<file path="config.mk">
export PLATFORM = sky130hd
export DESIGN_NAME = rbbw_ctrl
export DESIGN_NICKNAME = d
export VERILOG_FILES = /design/src/rtl/rbbw_pkg.sv /design/src/rtl/rbbw_ctrl.sv
export SDC_FILE = /design/constraint.sdc
export NUM_CORES = 1
export LEC_CHECK = 0
export BUFFER_PORTS_ARGS = -buffer_cell sky130_fd_sc_hd__buf_2
export CAP_MARGIN = 20
export CORE_AREA = 2 2 39 41
export CTS_CLUSTER_DIAMETER = 200
export DETAILED_ROUTE_END_ITERATION = 7
export DIE_AREA = 0 0 41 43
export PLACE_DENSITY = 0.32
export RECOVER_POWER = 25
export SLEW_MARGIN = 0
export SYNTH_ARGS = -nofsm -noshare
export SYNTH_HDL_FRONTEND = slang
export SYNTH_SLANG_ARGS = --single-unit
</file>
<file path="constraint.sdc">
create_clock -name i_clk -period 2.1 [get_ports i_clk]
set_clock_uncertainty 0.15 [all_clocks]
set_input_delay 0.42 -clock i_clk [delete_from_list [all_inputs] [get_ports i_clk]]
set_output_delay 0.42 -clock i_clk [all_outputs]
set_load 0.01 [all_outputs]
</file>
<file path="src/rtl/rbbw_pkg.sv">
package rbbw_pkg;

    localparam int WIN_RADIUS_DEF = 3;
    localparam int MAX_LINE_DEF   = 2048;
    localparam int MAX_HEIGHT     = 4096;
    localparam int WIDTH_W        = 12;
    localparam int HEIGHT_W       = 13;
    localparam int PIX_W          = 24;

    localparam logic [0:0] OP_PIXEL = 1'b0;
    localparam logic [0:0] OP_FLUSH = 1'b1;

    localparam logic [0:0] REG_WIDTH  = 1'b0;
    localparam logic [0:0] REG_HEIGHT = 1'b1;

    typedef enum logic [2:0] {
        ST_IDLE,
        ST_READ,
        ST_ACC,
        ST_DIV,
        ST_OUT
    } t_state;

    typedef struct packed {
        logic start;
        logic rd_issue;
        logic acc_step;
        logic div_start;
        logic out_load;
        logic advance;
    } t_cmd;

    typedef struct packed {
        logic has_result;
        logic rd_last;
        logic div_done;
        logic out_free;
    } t_status;

endpackage

</file>
<file path="src/rtl/rbbw_ctrl.sv">
module rbbw_ctrl (
    input  logic            i_clk,
    input  logic            i_rst_n,
    input  logic            i_in_valid,
    output logic            o_in_ready,
    input  rbbw_pkg::t_status i_status,
    output rbbw_pkg::t_cmd  o_cmd
);

    rbbw_pkg::t_state r_state, n_state;

    always_ff @(posedge i_clk) begin
        if (!i_rst_n) begin
            r_state <= rbbw_pkg::ST_IDLE;
        end else begin
            r_state <= n_state;
        end
    end

    always_comb begin
        n_state    = r_state;
        o_cmd      = '0;
        o_in_ready = 1'b0;
        unique case (r_state)
            rbbw_pkg::ST_IDLE: begin
                o_in_ready = 1'b1;
                if (i_in_valid) begin
                    o_cmd.start = 1'b1;
                    n_state = rbbw_pkg::ST_READ;
                end
            end
            rbbw_pkg::ST_READ: begin
                // store written at start; results only if window is centered in image
                if (!i_status.has_result) begin
                    o_cmd.advance = 1'b1;
                    n_state = rbbw_pkg::ST_IDLE;
                end else begin
                    o_cmd.rd_issue = 1'b1;
                    if (i_status.rd_last) begin
                        n_state = rbbw_pkg::ST_ACC;
                    end
                end
            end
            rbbw_pkg::ST_ACC: begin
                // one more step to take the last read's data
                o_cmd.acc_step = 1'b1;
                n_state = rbbw_pkg::ST_DIV;
                o_cmd.div_start = 1'b1;
            end
            rbbw_pkg::ST_DIV: begin
                if (i_status.div_done && i_status.out_free) begin
                    o_cmd.out_load = 1'b1;
                    o_cmd.advance  = 1'b1;
                    n_state = rbbw_pkg::ST_IDLE;
                end
            end
            rbbw_pkg::ST_OUT: begin
                n_state = rbbw_pkg::ST_IDLE;
            end
            default: n_state = rbbw_pkg::ST_IDLE;
        endcase
    end

endmodule

</file>
Word level (Yosys, flattened, before mapping)
Index checks and enable logic that the tools add are counted.
Cells by class
  reductions and logical operators: 3
  equal/unequal tests: 6
  multiplexer cells: 15
Operator list (count)
  two-way mux 3 bit: 4
  one-hot mux 3 bit (4 select lines): 1
  two-way mux 1 bit: 7
  equality test 3 x 2 -> 1 bit (second input constant): 2
  two-way mux 2 bit: 2
  != test 2 bit (second input constant): 2
  equality test 3 x 1 -> 1 bit (second input constant): 1
  zero test 3 bit: 1
  != test 3 bit (second input constant): 1
  AND reduction 3 bit: 1
  one-hot mux 1 bit (2 select lines): 1
  logical AND 1 bit: 1
Word-level totals
  bits in registers: 3
  output and inout bits: 7
  word-level logic and storage cells: 25

Longest topological paths before layout
  depth after elaboration: 3
  gate-level depth with buffers: 4
  gate-level depth less buffers: 3

Worst setup path before layout
Ideal clock, no wire load.
  kind: register to output
  from: reg r_state[1]
  to: out o_cmd[3] (netlist name)
  required time: 1530 ps
  arrival: 832 ps
  buffers on the path: 2
  setup slack: 698 ps
  cell stages (with the launch flop): 5
  path through: dfxtp_1 buf_4 inv_1 nor2_1 buf_4
RTL lines
  from (decl): line rbbw_ctrl.sv:10  | rbbw_pkg::t_state r_state, n_state;
  from (signal assigned): line rbbw_ctrl.sv:14  | r_state <= rbbw_pkg::ST_IDLE;
  from (signal assigned): line rbbw_ctrl.sv:16  | r_state <= n_state;
  to (decl): line rbbw_ctrl.sv:7  | output rbbw_pkg::t_cmd o_cmd

==> impl_results.html <==
<table>
<tr><th>Metric</th><th>Value</th></tr>
<tr><th colspan="2">Final layout</th></tr>
<tr><td>Sequential cell area</td><td>between 40 and 50 um^2</td></tr>
<tr><td>Final net count</td><td>45</td></tr>
<tr><td>Registers with the most flip-flops</td><td>r_state: 2 flops</td></tr>
<tr><td>Register ranked first by flip-flop count</td><td>r_state</td></tr>
<tr><td>Growth of design area from synthesis to finish</td><td>57.4%</td></tr>
<tr><td>Fin cells</td><td>52</td></tr>
<tr><td>Number of flip-flops under the largest register name</td><td>2</td></tr>
<tr><td>Diode insertion count for antenna repair</td><td>0</td></tr>
<tr><td>Area occupied by multi-input gates</td><td>about 90 um^2</td></tr>
<tr><td>Fraction of final layout cells with drive strength greater than 1</td><td>between 40% and 50%</td></tr>
<tr><td>Fillers</td><td>between 150 and 200</td></tr>
<tr><th colspan="2">Floorplan</th></tr>
<tr><td>Die outline height</td><td>roughly 43 um</td></tr>
<tr><td>Die ar.</td><td>1760 um^2</td></tr>
<tr><td>Std cell rows</td><td>14</td></tr>
<tr><td>Width of the die</td><td>approximately 41 um</td></tr>
<tr><td>Number of ports placed on the die boundary</td><td>14</td></tr>
<tr><td>Initial cell density of the core</td><td>between 10 and 15%</td></tr>
<tr><td>Core ar.</td><td>~1400 um^2</td></tr>
<tr><th colspan="2">Placement</th></tr>
<tr><td>Final weighted congestion in routability-driven placement</td><td>0.629</td></tr>
<tr><td>Number of buffer cells added on primary ports</td><td>13</td></tr>
<tr><td>Detailed placement HPWL</td><td>~350 um</td></tr>
<tr><td>Placed cells</td><td>a little under 50</td></tr>
<tr><th colspan="2">Synth</th></tr>
<tr><td>Summed instance area of the synthesized netlist</td><td>around 150 um^2</td></tr>
<tr><td>Arithmetic-cell share of the synthesized area counting full adders, half adders and majority gates</td><td>0%</td></tr>
<tr><td>XOR/XNOR share of the synthesized area</td><td>0%</td></tr>
<tr><td>Area fraction in compound gates after synthesis</td><td>a little under a quarter</td></tr>
<tr><td>Average cell area after synthesis</td><td>about 6.9 um^2</td></tr>
<tr><td>Largest family of logic cells by synthesized area</td><td>simple AND/OR/NAND/NOR gates</td></tr>
<tr><td>Synth Register Bits</td><td>2</td></tr>
<tr><td>Mux cell area share after synthesis</td><td>0%</td></tr>
<tr><td>Yosys warning count</td><td>0</td></tr>
<tr><td>Post-synthesis share of cell area spent on and, or, nand and nor gates</td><td>just under 40%</td></tr>
<tr><td>Portion of the post-synthesis area used by sequential elements</td><td>26.2%</td></tr>
<tr><td>Cell count after synthesis</td><td>22</td></tr>
<tr><td>Count of cell types in the netlist</td><td>14</td></tr>
<tr><td>Number of nets produced by synthesis</td><td>29</td></tr>
<tr><th colspan="2">Worst hold path</th></tr>
<tr><td>Worst hold path class</td><td>in2reg</td></tr>
<tr><th colspan="2">Setup path</th></tr>
<tr><td>Critical path start-end classification</td><td>reg2out</td></tr>
<tr><td>Crit start category</td><td>flop</td></tr>
<tr><td>Worst EP required</td><td>between 1500 and 2000 ps</td></tr>
<tr><td>Maximum net fanout on the critical path</td><td>9</td></tr>
<tr><td>Endpoint kind of the worst setup timing path</td><td>primary output</td></tr>
<tr><td>List of cells traversed by the critical path</td><td>nand3_1 -&gt; o21ai_0 -&gt; and2_1 -&gt; buf_2</td></tr>
<tr><td>Slowest cell delay on critical path</td><td>between 400 and 500 ps</td></tr>
<tr><td>Slowest CP cell</td><td>sky130_fd_sc_hd__dfxtp_1</td></tr>
<tr><td>Critical Path AT</td><td>1150 ps</td></tr>
<tr><td>Largest delay share family, worst path</td><td>flip-flops</td></tr>
<tr><td>Number of buffers and inverters on the critical path</td><td>1</td></tr>
<tr><th colspan="2">Job</th></tr>
<tr><td># Max-Cap Violations</td><td>0</td></tr>
<tr><th colspan="2">Timing</th></tr>
<tr><td>Number of hold violations in the final report</td><td>0</td></tr>
<tr><td>Least-Margin Pin Slew</td><td>between 200 and 300 ps</td></tr>
<tr><td>Setup repair after global routing missed its margin</td><td>no</td></tr>
<tr><td>Maximum clock frequency</td><td>just under 0.6 GHz</td></tr>
<tr><td>Setup Viol. Count Final</td><td>0</td></tr>
<tr><td>Tcrit/Tclk final</td><td>about four fifths</td></tr>
<tr><td>Worst rel slew slack</td><td>a little over 80%</td></tr>
<tr><td>Final count of pins violating max slew</td><td>0</td></tr>
<tr><td>Total Neg Setup Slack</td><td>0 ps</td></tr>
<tr><td>Final worst path period need</td><td>~1700 ps</td></tr>
<tr><th colspan="2">Route</th></tr>
<tr><td>Initial DRC Count</td><td>7</td></tr>
<tr><td>Total routed wirelength</td><td>about 450 um</td></tr>
<tr><td>Via count of the routed design</td><td>between 150 and 200</td></tr>
<tr><td>Vias per cell</td><td>3.60</td></tr>
<tr><td>Wirelength per Cell</td><td>8.65 um</td></tr>
<tr><td>Antenna Violating Nets Remaining</td><td>0</td></tr>
<tr><td>TritonRoute pass-1 iters</td><td>2</td></tr>
<tr><td>Remaining DRCs</td><td>0</td></tr>
<tr><th colspan="2">Global routing</th></tr>
<tr><td>Total track usage</td><td>7.11%</td></tr>
<tr><td>Pin count of the biggest net entering global routing</td><td>10</td></tr>
<tr><td>First-pass GRT wire length</td><td>roughly 790 um</td></tr>
<tr><td>GRT overflow</td><td>0</td></tr>
<tr><td>Initial antenna violation count</td><td>0</td></tr>
<tr><td>Via count of the first global-routing pass</td><td>184</td></tr>
<tr><th colspan="2">CTS</th></tr>
<tr><td>CTS hold repair buffers</td><td>0</td></tr>
<tr><td>Gates resized, CTS repair</td><td>0</td></tr>
<tr><td>CTS tree</td><td>yes</td></tr>
<tr><td>Clock-pin slew on the worst setup and hold paths</td><td>~30 ps</td></tr>
<tr><td>CTS Buf Count</td><td>3</td></tr>
<tr><td>Number of H-tree levels</td><td>1</td></tr>
<tr><td>Clk_lat worst skew</td><td>220 ps</td></tr>
<tr><td>Post-CTS setup buffer count</td><td>0</td></tr>
<tr><td>Total clock sinks</td><td>2</td></tr>
<tr><td>Buffers from clock root to sink, at most</td><td>2</td></tr>
<tr><td>Clock root buffer</td><td>sky130_fd_sc_hd__clkbuf_4</td></tr>
<tr><th colspan="2">Power</th></tr>
<tr><td>Worst supply voltage drop on vdd</td><td>159 uV</td></tr>
<tr><td>Leakage</td><td>0.119 nW</td></tr>
<tr><td>Power after layout</td><td>approximately 0.16 mW</td></tr>
<tr><td>PwrDens</td><td>~680 nW/um^2</td></tr>
<tr><th colspan="2">Outcome</th></tr>
<tr><td>Run status</td><td>completed</td></tr>
</table>
path summary, 6_finish.rpt:
check                   from         end  slack (ps)  cells after the start
hold / removal       i_rst_n  r_state[0]         310                      3
setup / recovery  r_state[1]    o_cmd[0]         380                      4
hold reg to reg   r_state[0]  r_state[0]         400                      1
setup reg to reg  r_state[0]  r_state[1]        1050                      3
tightest hold or removal path: stages:
cell and delay, ps:
sky130_fd_sc_hd__buf_2 110, sky130_fd_sc_hd__o31ai_1 60, sky130_fd_sc_hd__a21oi_1 40
cells by family after synthesis:
group	Yosys count
compound gates	5
buf+inv	3
flops	2
simple gates	12
cell usage after synthesis:
master,number,share of area (%)
sky130_fd_sc_hd__nor2_1,4,9.8
sky130_fd_sc_hd__a21oi_1,1,3.3
sky130_fd_sc_hd__nand2_2,1,4.1
sky130_fd_sc_hd__o21ai_0,1,3.3
sky130_fd_sc_hd__dfxtp_1,2,26
sky130_fd_sc_hd__nand3_1,3,9.8
sky130_fd_sc_hd__inv_1,1,2.5
sky130_fd_sc_hd__o31ai_1,1,4.9
sky130_fd_sc_hd__and2_1,2,8.2
sky130_fd_sc_hd__o21ai_1,1,3.3
sky130_fd_sc_hd__nor2b_1,1,4.1
sky130_fd_sc_hd__o31ai_2,1,8.2
sky130_fd_sc_hd__buf_4,2,9.8
sky130_fd_sc_hd__nand2_1,1,2.5
metrics by stage:
step           area [um^2]  hold WS (ps)  utilization (%)  setup slack, ps
2_1_floorplan          153           339                -              698
3_3_place_gp           223           401             16.1              542
3_5_place_dp           223           396             16.1              548
4_1_cts                245           303             17.7              334
5_1_grt                240           317             17.4              233
6_report               240           311             17.4              378
power breakdown:
group | total, mW | switching [mW] | internal, mW
logic | 0.0316 | 0.0161 | 0.0155
clock network | 0.0856 | 0.0225 | 0.0631
registers | 0.0470 | 0.00580 | 0.0412
layout make-up:
class	instances	area share [%]
well taps	16	8.33
repair buffers	13	27.1
multi-input cells	17	37.0
inverters	1	1.56
clock buffers	3	9.38
flip-flops and latches	2	16.7
layout by cell type (no fill, tap or decap), drive strengths merged:
cell,synthesis,layout
o31ai,2,2
and2,2,2
buf,2,13
nand2,2,2
nand3,3,3
dfxtp,2,2
o21ai,2,2
nor2,4,4
nor2b,1,1
clkbuf,0,3
a21oi,1,1
inv,1,1
routing by layer:
metal	global-route usage, %	wire length [um]	up-vias
met4	6.00	0	0
met1	9.90	247	72
met3	5.24	55	0
met2	6.56	147	14
met5	0	0	-
li1	-	-	101
(Power assumes the default switching activity.)
